$ cat src/rtl/core/tss_pkg.sv
// ----------------------------------------------------------------------------
// Three-shunt current sensing package
// Shared constants, command codes and the sample plan type.
// ----------------------------------------------------------------------------
package tss_pkg;

   localparam int SAMPLE_COUNT = 16;

   localparam int HALF_PERIOD_W = 15;
   localparam int DATA_W        = 16;
   localparam int OFFSET_W      = 20;
   localparam int AB_COUNT_W    = 7;
   localparam int C_COUNT_W     = 6;
   localparam int CSR_INDEX_W   = 2;

   localparam logic [HALF_PERIOD_W-1:0] HALF_PERIOD_RESET = 15'd5250;

   // Command codes.
   localparam logic [2:0] CMD_DUTY      = 3'd0;
   localparam logic [2:0] CMD_RUN       = 3'd1;
   localparam logic [2:0] CMD_CAL_CLEAR = 3'd2;
   localparam logic [2:0] CMD_CAL_AB    = 3'd3;
   localparam logic [2:0] CMD_CAL_C     = 3'd4;
   localparam logic [2:0] CMD_CAL_DONE  = 3'd5;

   // Configuration register indexes.
   localparam logic [CSR_INDEX_W-1:0] CSR_HALF_PERIOD = 2'd0;
   localparam logic [CSR_INDEX_W-1:0] CSR_TIME_AFTER  = 2'd1;
   localparam logic [CSR_INDEX_W-1:0] CSR_TIME_BEFORE = 2'd2;

   // Phase codes.
   localparam logic [1:0] PHASE_A = 2'd0;
   localparam logic [1:0] PHASE_B = 2'd1;
   localparam logic [1:0] PHASE_C = 2'd2;

   // Sector codes that matter to the decoder.
   localparam logic [2:0] SEC1 = 3'd1;
   localparam logic [2:0] SEC2 = 3'd2;
   localparam logic [2:0] SEC3 = 3'd3;
   localparam logic [2:0] SEC4 = 3'd4;
   localparam logic [2:0] SEC5 = 3'd5;
   localparam logic [2:0] SEC6 = 3'd6;

   typedef struct packed {
      logic [DATA_W-1:0] sample_point;
      logic              falling_edge;
      logic [1:0]        first_phase;
      logic [1:0]        second_phase;
      logic [2:0]        sample_sector;
   } plan_type;

endpackage

$ cat src/rtl/core/tss_duty_plan.sv
// ----------------------------------------------------------------------------
// Sample point planner
// Chooses the ADC trigger point, trigger edge and converted phase pair from
// one duty update.
// ----------------------------------------------------------------------------
module tss_duty_plan
   import tss_pkg::*;
(
   input  logic [2:0]               sector,
   input  logic [DATA_W-1:0]        duty_a,
   input  logic [DATA_W-1:0]        duty_b,
   input  logic [DATA_W-1:0]        duty_c,
   input  logic [HALF_PERIOD_W-1:0] half_period,
   input  logic [DATA_W-1:0]        time_after,
   input  logic [DATA_W-1:0]        time_before,
   output plan_type                 plan
);

   logic [DATA_W-1:0] x_duty;
   logic [DATA_W-1:0] y_duty;
   logic [1:0]        pair_first;
   logic [1:0]        pair_second;
   logic              known_sector;
   logic [DATA_W-1:0] half_ext;
   logic [DATA_W-1:0] room;
   logic [DATA_W-1:0] delta;
   logic [DATA_W-1:0] late_point;
   logic [DATA_W-1:0] mirrored;

   always_comb begin
      known_sector = 1'b1;
      x_duty       = duty_a;
      y_duty       = duty_b;
      pair_first   = PHASE_B;
      pair_second  = PHASE_C;
      unique case (sector)
         SEC1: begin
            x_duty = duty_a; y_duty = duty_b;
            pair_first = PHASE_B; pair_second = PHASE_C;
         end
         SEC2: begin
            x_duty = duty_b; y_duty = duty_a;
            pair_first = PHASE_A; pair_second = PHASE_C;
         end
         SEC3: begin
            x_duty = duty_b; y_duty = duty_c;
            pair_first = PHASE_A; pair_second = PHASE_C;
         end
         SEC4: begin
            x_duty = duty_c; y_duty = duty_b;
            pair_first = PHASE_A; pair_second = PHASE_B;
         end
         SEC5: begin
            x_duty = duty_c; y_duty = duty_a;
            pair_first = PHASE_A; pair_second = PHASE_B;
         end
         SEC6: begin
            x_duty = duty_a; y_duty = duty_c;
            pair_first = PHASE_B; pair_second = PHASE_C;
         end
         default: begin
            known_sector = 1'b0;
         end
      endcase
   end

   assign half_ext   = {1'b0, half_period};
   assign room       = half_ext - x_duty;
   assign delta      = x_duty - y_duty;
   assign late_point = x_duty + time_after;
   assign mirrored   = {half_period, 1'b0} - late_point - 16'd1;

   always_comb begin
      plan.sample_point  = '0;
      plan.falling_edge  = 1'b0;
      plan.first_phase   = PHASE_A;
      plan.second_phase  = PHASE_B;
      plan.sample_sector = sector;
      if (known_sector) begin
         if (room > time_after) begin
            // Enough time before the centre: sample A and B just before it.
            plan.sample_sector = SEC4;
            plan.sample_point  = half_ext - 16'd1;
         end else begin
            plan.first_phase  = pair_first;
            plan.second_phase = pair_second;
            if ({1'b0, delta} > {room, 1'b0}) begin
               plan.sample_point = x_duty - time_before;
            end else if (late_point >= half_ext) begin
               // The point falls past the centre, so mirror it onto the down-count.
               plan.falling_edge = 1'b1;
               plan.sample_point = mirrored;
            end else begin
               plan.sample_point = late_point;
            end
         end
      end
   end

endmodule

$ cat src/rtl/core/three_shunt_current_sensing_unit.sv
// A request passes from the input register to the result register, where its
// result is valid; an output stall holds it in the input register. Throughput:
// one request per cycle while the output does not stall; each register holds
// one request, and the state is updated as a request enters the result register.
// Synchronous reset clears both valid flags, the offsets, counts, recorded sector
// and currents, and returns the configuration registers to their default values.
// ----------------------------------------------------------------------------
// Three-shunt current sensing unit
// Plans ADC sampling from duty updates, rebuilds phase currents from sample
// pairs and runs the offset calibration.
// ----------------------------------------------------------------------------
module three_shunt_current_sensing_unit
   import tss_pkg::*;
(
   input  logic                     clock,
   input  logic                     reset,

   input  logic                     req_valid,
   output logic                     req_stall,
   input  logic [2:0]               req_command,
   input  logic [2:0]               req_sector,
   input  logic [DATA_W-1:0]        req_duty_a,
   input  logic [DATA_W-1:0]        req_duty_b,
   input  logic [DATA_W-1:0]        req_duty_c,
   input  logic [DATA_W-1:0]        req_adc_first,
   input  logic [DATA_W-1:0]        req_adc_second,

   output logic                     rsp_valid,
   input  logic                     rsp_stall,
   output logic [DATA_W-1:0]        rsp_sample_point,
   output logic                     rsp_falling_edge,
   output logic [1:0]               rsp_first_phase,
   output logic [1:0]               rsp_second_phase,
   output logic signed [DATA_W-1:0] rsp_current_a,
   output logic signed [DATA_W-1:0] rsp_current_b,
   output logic signed [DATA_W-1:0] rsp_current_c,
   output logic [DATA_W-1:0]        rsp_compare_a,
   output logic [DATA_W-1:0]        rsp_compare_b,
   output logic [DATA_W-1:0]        rsp_compare_c,

   input  logic                     csr_valid,
   output logic                     csr_ready,
   input  logic [CSR_INDEX_W-1:0]   csr_index,
   input  logic [DATA_W-1:0]        csr_wdata
);

   localparam int CALC_W = 23;
   localparam logic signed [CALC_W-1:0] SAT_HI = 23'sd32767;
   localparam logic signed [CALC_W-1:0] SAT_LO = -23'sd32767;
   localparam logic [AB_COUNT_W-1:0] AB_LIMIT = AB_COUNT_W'(SAMPLE_COUNT);
   localparam logic [C_COUNT_W-1:0]  C_LIMIT  = C_COUNT_W'(SAMPLE_COUNT / 2);

   function automatic logic signed [DATA_W-1:0] sat_current(
      input logic signed [CALC_W-1:0] v
   );
      logic signed [DATA_W-1:0] r;
      if (v < SAT_LO) begin
         r = SAT_LO[DATA_W-1:0];
      end else if (v > SAT_HI) begin
         r = SAT_HI[DATA_W-1:0];
      end else begin
         r = v[DATA_W-1:0];
      end
      return r;
   endfunction

   // Configuration registers.
   logic [HALF_PERIOD_W-1:0] half_period_ff;
   logic [DATA_W-1:0]        time_after_ff;
   logic [DATA_W-1:0]        time_before_ff;

   // Input register.
   logic                     s1_valid_ff;
   logic [2:0]               s1_command_ff;
   logic [2:0]               s1_sector_ff;
   logic [DATA_W-1:0]        s1_duty_a_ff;
   logic [DATA_W-1:0]        s1_duty_b_ff;
   logic [DATA_W-1:0]        s1_duty_c_ff;
   logic [DATA_W-1:0]        s1_adc_first_ff;
   logic [DATA_W-1:0]        s1_adc_second_ff;

   // Block state.
   logic [2:0]               sample_sector_ff, sample_sector_in;
   logic [OFFSET_W-1:0]      offset_a_ff, offset_a_in;
   logic [OFFSET_W-1:0]      offset_b_ff, offset_b_in;
   logic [OFFSET_W-1:0]      offset_c_ff, offset_c_in;
   logic [AB_COUNT_W-1:0]    ab_count_ff, ab_count_in;
   logic [C_COUNT_W-1:0]     c_count_ff, c_count_in;
   logic signed [DATA_W-1:0] last_current_a_ff, last_current_a_in;
   logic signed [DATA_W-1:0] last_current_b_ff, last_current_b_in;

   // Result register.
   logic                     rsp_valid_ff;
   logic [DATA_W-1:0]        sample_point_ff, sample_point_in;
   logic                     falling_edge_ff, falling_edge_in;
   logic [1:0]               first_phase_ff, first_phase_in;
   logic [1:0]               second_phase_ff, second_phase_in;
   logic [DATA_W-1:0]        compare_a_ff, compare_a_in;
   logic [DATA_W-1:0]        compare_b_ff, compare_b_in;
   logic [DATA_W-1:0]        compare_c_ff, compare_c_in;

   logic                     req_accept;
   logic                     result_load;
   plan_type                 plan;

   // Reconstruction terms.
   logic signed [CALC_W-1:0] off_a_s;
   logic signed [CALC_W-1:0] off_b_s;
   logic signed [CALC_W-1:0] off_c_s;
   logic signed [CALC_W-1:0] twice_first_s;
   logic signed [CALC_W-1:0] twice_second_s;
   logic signed [DATA_W-1:0] ia_direct;
   logic signed [DATA_W-1:0] ib_direct;
   logic signed [DATA_W-1:0] ib_first;
   logic signed [DATA_W-1:0] ia_from_b;
   logic signed [DATA_W-1:0] ib_from_a;
   logic [OFFSET_W:0]        off_a_twice;
   logic [OFFSET_W:0]        off_b_twice;
   logic [OFFSET_W:0]        off_c_twice;

   // ------------------------------------------------------------------------
   // Handshake
   // ------------------------------------------------------------------------
   assign result_load = s1_valid_ff && (!rsp_valid_ff || !rsp_stall);
   assign req_stall   = s1_valid_ff && !result_load;
   assign req_accept  = req_valid && !req_stall;
   assign csr_ready   = 1'b1;

   always_ff @(posedge clock) begin
      if (reset) begin
         s1_valid_ff <= 1'b0;
      end else if (req_accept) begin
         s1_valid_ff <= 1'b1;
      end else if (result_load) begin
         s1_valid_ff <= 1'b0;
      end
   end

   always_ff @(posedge clock) begin
      if (req_accept) begin
         s1_command_ff    <= req_command;
         s1_sector_ff     <= req_sector;
         s1_duty_a_ff     <= req_duty_a;
         s1_duty_b_ff     <= req_duty_b;
         s1_duty_c_ff     <= req_duty_c;
         s1_adc_first_ff  <= req_adc_first;
         s1_adc_second_ff <= req_adc_second;
      end
   end

   always_ff @(posedge clock) begin
      if (reset) begin
         rsp_valid_ff <= 1'b0;
      end else if (result_load) begin
         rsp_valid_ff <= 1'b1;
      end else if (!rsp_stall) begin
         rsp_valid_ff <= 1'b0;
      end
   end

   // ------------------------------------------------------------------------
   // Configuration
   // ------------------------------------------------------------------------
   always_ff @(posedge clock) begin
      if (reset) begin
         half_period_ff <= HALF_PERIOD_RESET;
         time_after_ff  <= '0;
         time_before_ff <= '0;
      end else if (csr_valid && csr_ready) begin
         unique case (csr_index)
            CSR_HALF_PERIOD: half_period_ff <= csr_wdata[HALF_PERIOD_W-1:0];
            CSR_TIME_AFTER:  time_after_ff  <= csr_wdata;
            CSR_TIME_BEFORE: time_before_ff <= csr_wdata;
            default: ;
         endcase
      end
   end

   // ------------------------------------------------------------------------
   // Sample planning
   // ------------------------------------------------------------------------
   tss_duty_plan u_duty_plan (
      .sector      (s1_sector_ff),
      .duty_a      (s1_duty_a_ff),
      .duty_b      (s1_duty_b_ff),
      .duty_c      (s1_duty_c_ff),
      .half_period (half_period_ff),
      .time_after  (time_after_ff),
      .time_before (time_before_ff),
      .plan        (plan)
   );

   // ------------------------------------------------------------------------
   // Current reconstruction
   // ------------------------------------------------------------------------
   assign off_a_s        = signed'(CALC_W'(offset_a_ff));
   assign off_b_s        = signed'(CALC_W'(offset_b_ff));
   assign off_c_s        = signed'(CALC_W'(offset_c_ff));
   assign twice_first_s  = signed'(CALC_W'({s1_adc_first_ff, 1'b0}));
   assign twice_second_s = signed'(CALC_W'({s1_adc_second_ff, 1'b0}));

   assign ia_direct = sat_current(off_a_s - twice_first_s);
   assign ib_direct = sat_current(off_b_s - twice_second_s);
   assign ib_first  = sat_current(off_b_s - twice_first_s);
   // The third current comes from the second converter less the first current.
   assign ia_from_b = sat_current(twice_second_s - off_c_s - CALC_W'(ib_first));
   assign ib_from_a = sat_current(twice_second_s - off_c_s - CALC_W'(ia_direct));

   assign off_a_twice = {offset_a_ff, 1'b0};
   assign off_b_twice = {offset_b_ff, 1'b0};
   assign off_c_twice = {offset_c_ff, 1'b0};

   // ------------------------------------------------------------------------
   // Command execution
   // ------------------------------------------------------------------------
   always_comb begin
      sample_sector_in  = sample_sector_ff;
      offset_a_in       = offset_a_ff;
      offset_b_in       = offset_b_ff;
      offset_c_in       = offset_c_ff;
      ab_count_in       = ab_count_ff;
      c_count_in        = c_count_ff;
      last_current_a_in = last_current_a_ff;
      last_current_b_in = last_current_b_ff;
      sample_point_in   = '0;
      falling_edge_in   = 1'b0;
      first_phase_in    = PHASE_A;
      second_phase_in   = PHASE_A;
      compare_a_in      = '0;
      compare_b_in      = '0;
      compare_c_in      = '0;
      unique case (s1_command_ff)
         CMD_DUTY: begin
            sample_sector_in = plan.sample_sector;
            sample_point_in  = plan.sample_point;
            falling_edge_in  = plan.falling_edge;
            first_phase_in   = plan.first_phase;
            second_phase_in  = plan.second_phase;
            compare_a_in     = s1_duty_a_ff;
            compare_b_in     = s1_duty_b_ff;
            compare_c_in     = s1_duty_c_ff;
         end
         CMD_RUN: begin
            case (sample_sector_ff) inside
               SEC4, SEC5: begin
                  last_current_a_in = ia_direct;
                  last_current_b_in = ib_direct;
               end
               SEC6, SEC1: begin
                  last_current_b_in = ib_first;
                  last_current_a_in = ia_from_b;
               end
               SEC2, SEC3: begin
                  last_current_a_in = ia_direct;
                  last_current_b_in = ib_from_a;
               end
               default: ;
            endcase
         end
         CMD_CAL_CLEAR: begin
            offset_a_in = '0;
            offset_b_in = '0;
            offset_c_in = '0;
            ab_count_in = '0;
            c_count_in  = '0;
         end
         CMD_CAL_AB: begin
            if (ab_count_ff < AB_LIMIT) begin
               offset_a_in = offset_a_ff + OFFSET_W'(s1_adc_first_ff);
               offset_b_in = offset_b_ff + OFFSET_W'(s1_adc_second_ff);
               ab_count_in = ab_count_ff + AB_COUNT_W'(1);
            end
         end
         CMD_CAL_C: begin
            if (c_count_ff < C_LIMIT) begin
               offset_c_in = offset_c_ff + OFFSET_W'(s1_adc_first_ff)
                           + OFFSET_W'(s1_adc_second_ff);
               c_count_in  = c_count_ff + C_COUNT_W'(1);
            end
         end
         CMD_CAL_DONE: begin
            // Twice the mean sample of each sum.
            offset_a_in  = OFFSET_W'(off_a_twice / SAMPLE_COUNT);
            offset_b_in  = OFFSET_W'(off_b_twice / SAMPLE_COUNT);
            offset_c_in  = OFFSET_W'(off_c_twice / SAMPLE_COUNT);
            compare_a_in = DATA_W'(half_period_ff);
            compare_b_in = DATA_W'(half_period_ff);
            compare_c_in = DATA_W'(half_period_ff);
         end
         default: ;
      endcase
   end

   always_ff @(posedge clock) begin
      if (reset) begin
         sample_sector_ff  <= '0;
         offset_a_ff       <= '0;
         offset_b_ff       <= '0;
         offset_c_ff       <= '0;
         ab_count_ff       <= '0;
         c_count_ff        <= '0;
         last_current_a_ff <= '0;
         last_current_b_ff <= '0;
      end else if (result_load) begin
         sample_sector_ff  <= sample_sector_in;
         offset_a_ff       <= offset_a_in;
         offset_b_ff       <= offset_b_in;
         offset_c_ff       <= offset_c_in;
         ab_count_ff       <= ab_count_in;
         c_count_ff        <= c_count_in;
         last_current_a_ff <= last_current_a_in;
         last_current_b_ff <= last_current_b_in;
      end
   end

   always_ff @(posedge clock) begin
      if (result_load) begin
         sample_point_ff <= sample_point_in;
         falling_edge_ff <= falling_edge_in;
         first_phase_ff  <= first_phase_in;
         second_phase_ff <= second_phase_in;
         compare_a_ff    <= compare_a_in;
         compare_b_ff    <= compare_b_in;
         compare_c_ff    <= compare_c_in;
      end
   end

   // ------------------------------------------------------------------------
   // Outputs
   // ------------------------------------------------------------------------
   // The stored currents only change as a request enters the result register,
   // so they stay steady while a result waits.
   assign rsp_valid        = rsp_valid_ff;
   assign rsp_sample_point = sample_point_ff;
   assign rsp_falling_edge = falling_edge_ff;
   assign rsp_first_phase  = first_phase_ff;
   assign rsp_second_phase = second_phase_ff;
   assign rsp_current_a    = last_current_a_ff;
   assign rsp_current_b    = last_current_b_ff;
   assign rsp_current_c    = -last_current_a_ff - last_current_b_ff;
   assign rsp_compare_a    = compare_a_ff;
   assign rsp_compare_b    = compare_b_ff;
   assign rsp_compare_c    = compare_c_ff;

endmodule

$ cat config.mk
export PLATFORM = sky130hd
export DESIGN_NAME = three_shunt_current_sensing_unit
export DESIGN_NICKNAME = d
export VERILOG_FILES = /design/src/rtl/core/tss_pkg.sv /design/src/rtl/core/tss_duty_plan.sv /design/src/rtl/core/three_shunt_current_sensing_unit.sv
export SDC_FILE = /design/constraint.sdc
export NUM_CORES = 1
export LEC_CHECK = 0
export BUFFER_PORTS_ARGS = -buffer_cell sky130_fd_sc_hd__clkbuf_2
export CAP_MARGIN = 40
export CELL_PAD_IN_SITES_DETAIL_PLACEMENT = 1
export CELL_PAD_IN_SITES_GLOBAL_PLACEMENT = 1
export CORE_AREA = 5 5 299 330
export DETAILED_ROUTE_END_ITERATION = 16
export DIE_AREA = 0 0 304 335
export GPL_ROUTABILITY_DRIVEN = 0
export PLACE_DENSITY_LB_ADDON = 0.1
export SETUP_SLACK_MARGIN = 0.4
export SYNTH_ARGS = -nofsm -noshare
export SYNTH_HDL_FRONTEND = slang
export SYNTH_SLANG_ARGS = --single-unit
$ cat constraint.sdc
create_clock -name clock -period 7.6 [get_ports clock]
set_clock_uncertainty 0.1 [all_clocks]
set_input_delay 1.52 -clock clock [delete_from_list [all_inputs] [get_ports clock]]
set_output_delay 1.52 -clock clock [all_outputs]
set_load 0.02 [all_outputs]
Word level (Yosys, flattened, before mapping) --
Cells that the tools add are included. W data, S select, Z words.
Storage, ports and cells: register bits 311, word-level logic and storage cells 170, output and inout port bits 120, bits of input ports 109
Operators by class: mux-type cells 45, eq/ne operators 22, bitwise operators 2, reduce and logical (&&, ||, !) cells 37, $lt $le $gt $ge 15, $add $sub $neg 21
Operators by type and width (count):
- $mux W16 | 19
- $pmux W20 S3 | 3
- $pmux W16 S2 | 5
- $add A20 B16 Y20 | 4
- $sub A16 B16 Y16 | 4
- $gt A21 B16 Y1 const B | 3
- $lt A21 B16 Y1 const B | 3
- $sub A20 B17 Y21 | 3
- $mux W20 | 3
- $sub A21 B16 Y22 | 2
- $eq A3 B3 Y1 const B | 8
- $gt A23 B16 Y1 const B | 1
- $lt A23 B16 Y1 const B | 1
- $gt A22 B16 Y1 const B | 1
- $lt A22 B16 Y1 const B | 1
- $sub A17 B20 Y21 | 1
- $eq A3 B2 Y1 const B | 6
- $gt A16 B17 Y1 | 1
- $add A16 B16 Y16 | 1
- $ge A16 B15 Y1 | 1
- $gt A16 B16 Y1 | 1
- $neg A16 Y16 | 1
- $sub A15 B1 Y16 const B | 1
- $sub A15 B16 Y16 | 1
- other kinds (32) | 67

Depth between registers and ports, before layout --
depth after elaboration 11, depth in mapped cells 31, depth with buffers taken out 28

Modules after synthesis --
A second synthesis with hierarchy kept.
Unflattened totals: cell total of the unflattened synthesis 3391, area total of the unflattened synthesis 28688.8 um^2
By module, submodules not included:
- three_shunt_current_sensing_unit | area each 21499.4 um^2, seq. area each 7797.5 um^2, instances 1, cells an instance 2391
- tss_duty_plan | area each 7189.4 um^2, seq. area each 0.0 um^2, instances 1, cells an instance 1000

Worst setup path after synthesis --
No wires, ideal clock.
path kind input-to-reg, start input rsp_stall, end register offset_c_ff[17], library setup time 0.074 ns, buffers on the path 0, arrival time 6.809 ns, cell stages on the path 4, data required time 7.426 ns, setup slack 0.618 ns, path through a21boi_1 -> nand3_1 -> or3_1 -> a21oi_1
On the way: word-level cells in the longest chain between the ends 4
Ends and longest elaborated chain:
- start: declaration | line three_shunt_current_sensing_unit.sv:29 | input logic rsp_stall,
- $logic_not A1 Y1
- $logic_or A1 B1 Y1 | line three_shunt_current_sensing_unit.sv:124 | assign result_load = s1_valid_ff && (!rsp_valid_ff || !rsp_stall);
- $logic_and A1 B1 Y1 | line three_shunt_current_sensing_unit.sv:124
- $reduce_and A3 Y1 (no line)
- end signal: assignment | line three_shunt_current_sensing_unit.sv:308 | offset_c_ff <= offset_c_in;
- end: declaration | line three_shunt_current_sensing_unit.sv:86 | logic [OFFSET_W-1:0] offset_c_ff, offset_c_in;
Every way passes these cells. A chain may end at the register's enable or synchronous reset.

Worst setup path in the final report --
start register s1_sector_ff[1], end register sample_point_ff[0], in the netlist rsp_sample_point[0], data pin
On the way: word-level cells in the longest chain between the ends 9, elaborated cells on any way between the ends 27, those cells by class add/sub (6); order compare (3); eq/ne (6); mux (6); reduce/logical (6)
Ends and longest elaborated chain:
- start: declaration | line three_shunt_current_sensing_unit.sv:75 | logic [2:0] s1_sector_ff;
- start signal: assignment | line three_shunt_current_sensing_unit.sv:142 | s1_sector_ff <= req_sector;
- $eq A3 B3 Y1 or $eq A3 B2 Y1 (tied branches) | line tss_duty_plan.sv:36 | unique case (sector)
- $reduce_or A2 Y1 (no line)
- $pmux W16 S2 | line tss_duty_plan.sv:36
- $add A16 B16 Y16 | line tss_duty_plan.sv:70 | assign late_point = x_duty + time_after;
- $sub A16 B16 Y16 | line tss_duty_plan.sv:71 | assign mirrored = {half_period, 1'b0} - late_point - 16'd1;
- $sub A16 B1 Y16 | line tss_duty_plan.sv:71
- $mux W16 | line tss_duty_plan.sv:89 | end else if (late_point >= half_ext) begin
- $mux W16 | line tss_duty_plan.sv:87 | if ({1'b0, delta} > {room, 1'b0}) begin
- $mux W16 | line tss_duty_plan.sv:80 | if (room > time_after) begin
- end signal: assignment | line three_shunt_current_sensing_unit.sv:318 | sample_point_ff <= sample_point_in;
- end: declaration | line three_shunt_current_sensing_unit.sv:94 | logic [DATA_W-1:0] sample_point_ff, sample_point_in;
Parallel ways exist; a longest one is shown, timed or not.

==> reports/summary.md <==
The share of the clock period used by the worst path after layout was 0.903. The largest single stage delay on the critical path is 0.68 ns. Setup repair after global routing left no endpoint under its margin. The tools report the total of hold buffers inserted after clock tree synthesis as 0. The largest fanout on the critical path is 24, and the via count of the first global-routing pass is 27900.

For the worst flop-to-flop path, the logic depth is 21. Nature of the critical path startpoint: a register. TritonCTS created 42 clock buffers. The power per cell area is 206 nW/um^2, and the initial antenna violation count is 1.

Summed over all failing endpoints, the final setup total negative slack is 0 ns. The tightest slew margin relative to the limit came out at 0.401. The average detailed-routed wire length per instance is 24.5 um.

The final net count was 4078. The detail-routed via count per cell came out at 5.46. The startpoint of the lowest-slack hold path was time_before_ff[2]. The tools report the reg-to-reg critical path startpoint as s1_sector_ff[1].

By count the netlist is led by ha_1 (306), nand2_1 (278), inv_1 (271). After synthesis the cells add up to 28200 um^2. TritonCTS built the clock tree.

The run finished with clean final reports. The logs give 3404 for the cell count after synthesis and 1404 for the initial DRC count. Share of the yosys chip area belonging to registers: 0.275. The repair_antennas step left the layout with diodes totalling 0.

Synthesis inferred 311 register bits. Once placement finished, the instance area stood at 31200 um^2. The worst path needs 6.87 ns of the cycle, external delays included. After clock tree synthesis, the clock-pin slew on the worst setup and hold paths is 0.06 ns.

For the total global routing track utilization, the log shows 0.228. Simple-gate area share of the yosys netlist: 0.171. In this run, synthesis inferred 154 flip-flops with an integrated enable. The post-route antenna net violation count is 0, and the maximum buffer depth of the clock tree is 3. For this design, the slowest cell found on the critical path is edfxtp_1. The portion of synthesized cell area occupied by the leading cell type is 0.164. The adder-cell area share of the yosys netlist was 0.158. The tools report the type of element capturing the critical path as a register. For the worst setup path, the data required time is 7.79 ns.

The portion of netlist area occupied by mux cells is 0.0138, and the number of different library cells in the post-synthesis netlist is 93. The async set-or-reset flop fraction in the synthesized netlist was 0; the mean instance size in the synthesized netlist was 8.30 um^2. STA puts the critical path data arrival time at 7.05 ns. The leakage power summed over all cells is 13.5 nW. For the pin with the worst max-slew slack, the measured transition is 0.890 ns. Counting instances, the worst hold path has a depth of 2. The worst setup path is of the reg -> reg kind.

The path with the worst hold slack has its endpoint at time_before_ff[2]. At the later pin of the worst-skew pair, clock insertion delay measures 0.59 ns. The tool flagged a number of max-cap violations equal to 0. The worst supply voltage drop on vdd was 0.000156 V.

The tree is rooted in a clkbuf_16. The tools report the core box area as 95100 um^2. In the routed design, unresolved DRC markers number 0. The count of buffers from port buffering was 226. The area used by multi-input combinational logic is 19000 um^2, and the compound-cell area share of the yosys netlist is 0.264. The starting density of the core is 0.297, and the placement row count is 119. For the post-route cell area, the log shows 32700 um^2. In this run the critical register-to-register path is captured at rsp_sample_point[0]. The area of the die is 102000 um^2, and the area growth from synthesis to final layout is 15.9%. The fmax is 0.146 GHz, and the horizontal die dimension is 304 um. Traced cell by cell, the critical path runs through nand2b_1 > o22a_1 > o21a_1 > buf_4 > ha_1 > o21ai_0 > o21ai_0 > nor3b_1 > o31ai_1 > buf_4 > a21o_1 > xor2_1 > inv_1 > ha_1 > a2111oi_0 > a41oi_1 > nor2b_2 > buf_12 > xnor2_1 > a21oi_1 > a211oi_1.

After synthesis, the largest family of logic cells by area is compound AO/OA/AOI/OAI gates. Setup slack on the worst reg-to-reg path comes out at 0.73 ns. Detailed-route via count: 26900. The H-tree was split into 2 levels. After synthesis, the cell types taking the most area are edfxtp_1 (16%), ha_1 (14%), dfxtp_1 (11%).

Entering global routing, the biggest net connects 60 pins. The first global-routing pass estimated 179000 um of wire. For the count of final max-slew check failures, the log shows 0. The xor-xnor portion of the synthesized cell area was 0.0617. The run gives 98200 um as the HPWL after detailed placement. The first TritonRoute pass finished after 5 iterations. For this run, the leading register cell type out of synthesis is dfxtp_1.

In this run the worst hold path is classified as reg -> reg. The share of layout cells above drive strength 1 came out at 0.129. The tools report the final-report hold violation count as 0. Summed over all layers, the routed wires come to 121000 um. Setup violations remaining at the end of the flow were counted as 0. ha_1 is the most common cell in the netlist. The die boundary height works out to 335 um. The flip-flop and latch area is 7770 um^2.

The number of nets handed over by synthesis was 3850. Yosys printed 0 warnings. 229 I/O pins were placed. Cell type with the largest total area after synthesis: edfxtp_1.

Counting the fill cells in the layout gives 11300. The overall overflow remaining after global route came out at 0. The tools report the CTS sink count as 311.
==> layout make-up <==
cell class	count	share of cell area
tap	1270	0.0485
timing repair buffer	321	0.0580
clock inverter	23	0.00784
clock buffer	54	0.0354
multi-input combinational	2683	0.582
sequential	311	0.237
inverter	273	0.0313
==> worst max path at each step <==
stage | from | to | slack [ns]
floorplan | rsp_stall | offset_c_ff[17] | 0.62
global placement | s1_adc_first_ff[2] | rsp_current_a[1] | 0.53
detailed placement | s1_adc_first_ff[2] | rsp_current_a[12] | 0.48
CTS | s1_adc_first_ff[2] | rsp_current_a[8] | 0.43
global route | s1_adc_first_ff[1] | rsp_current_a[12] | 0.42
finish | s1_sector_ff[1] | rsp_sample_point[0] | 0.73
==> registers in the layout, summed over array words and instances (netlist names), 6 cells and up <==
register,cells
offset_a_ff,20
offset_b_ff,20
offset_c_ff,20
rsp_compare_a,16
rsp_compare_b,16
rsp_compare_c,16
rsp_current_a,16
rsp_current_b,16
rsp_sample_point,16
s1_adc_first_ff,16
s1_adc_second_ff,16
s1_duty_a_ff,16
s1_duty_b_ff,16
s1_duty_c_ff,16
time_after_ff,16
time_before_ff,16
half_period_ff,15
ab_count_ff,7
c_count_ff,6
==> cell usage in the layout (no fill, tap or decap), types with 16 or more instances in the layout <==
cell type	n
ha_1	306
nand2_1	277
inv_1	271
nor2_1	239
a21oi_1	236
o21ai_0	232
clkbuf_2	225
dfxtp_1	157
edfxtp_1	154
xnor2_1	131
nor3_1	99
buf_4	88
nand3_1	82
xor2_1	68
a211oi_1	65
a21o_1	62
a221oi_1	61
o21a_1	54
a22o_1	50
clkbuf_16	43
or3_1	42
a31oi_1	41
o211ai_1	40
nand2b_1	38
nor2b_1	34
fa_1	31
and3_1	28
and2_1	25
nand4_1	23
o21bai_1	23
nor4_1	22
nor3b_1	22
mux2i_1	21
or2_2	19
a21boi_0	18
o31ai_1	16
mux2_2	16
==> logic make-up after synthesis <==
group | after synthesis
buffers and inverters | 410
DFF | 311
AOI/OAI and AO/OA | 1105
and+or+nand+nor | 1002
muxes | 37
adders and majority gates | 338
xor gates and xnor gates | 199
other | 2
==> metal layers <==
metal	vias to the layer above	GRT usage	routed length [um]
met3	172	0.0294	4110
li1	13100	-	-
met2	485	0.413	60300
met1	13200	0.274	51100
met5	-	0	0
met4	0	0.0916	5570
==> stage by stage <==
step / setup slack, ns / power, mW / hold slack (ns) / instances / util
global placement: 0.530 / 4.69 / 0.345 / 4845 / 0.327
finish: 0.735 / 6.75 / 0.357 / 4935 / 0.344
floorplan: 0.618 / 3.75 / 0.336 / 3404 / -
CTS: 0.426 / 6.82 / 0.357 / 4931 / 0.343
detailed placement: 0.477 / 4.70 / 0.349 / 4854 / 0.328
global route: 0.417 / 7.16 / 0.381 / 4935 / 0.344
==> where the power goes <==
group	total, mW	internal [mW]	switching (mW)
registers	1.94	1.84	0.0980
clock network	2.08	1.22	0.853
logic	2.74	1.06	1.68
total	6.75	4.12	2.63
==> worst max-delay path: cells and delay by family, from the launching register on <==
kind,cells,cell delay [ns]
compound gates,10,2.83
xor+xnor,2,0.60
fa+ha+maj,2,0.62
buf+inv,4,0.66
flops,1,0.68
simple gates,3,1.04
==> what timing repair did <==
item,CTS,global route
buffers inserted,0,4
resized for setup,0,22
hold endpoints to repair,0,0
endpoints found under the setup margin,0,33
No activity file was read; power rests on OpenSTA's default activity.
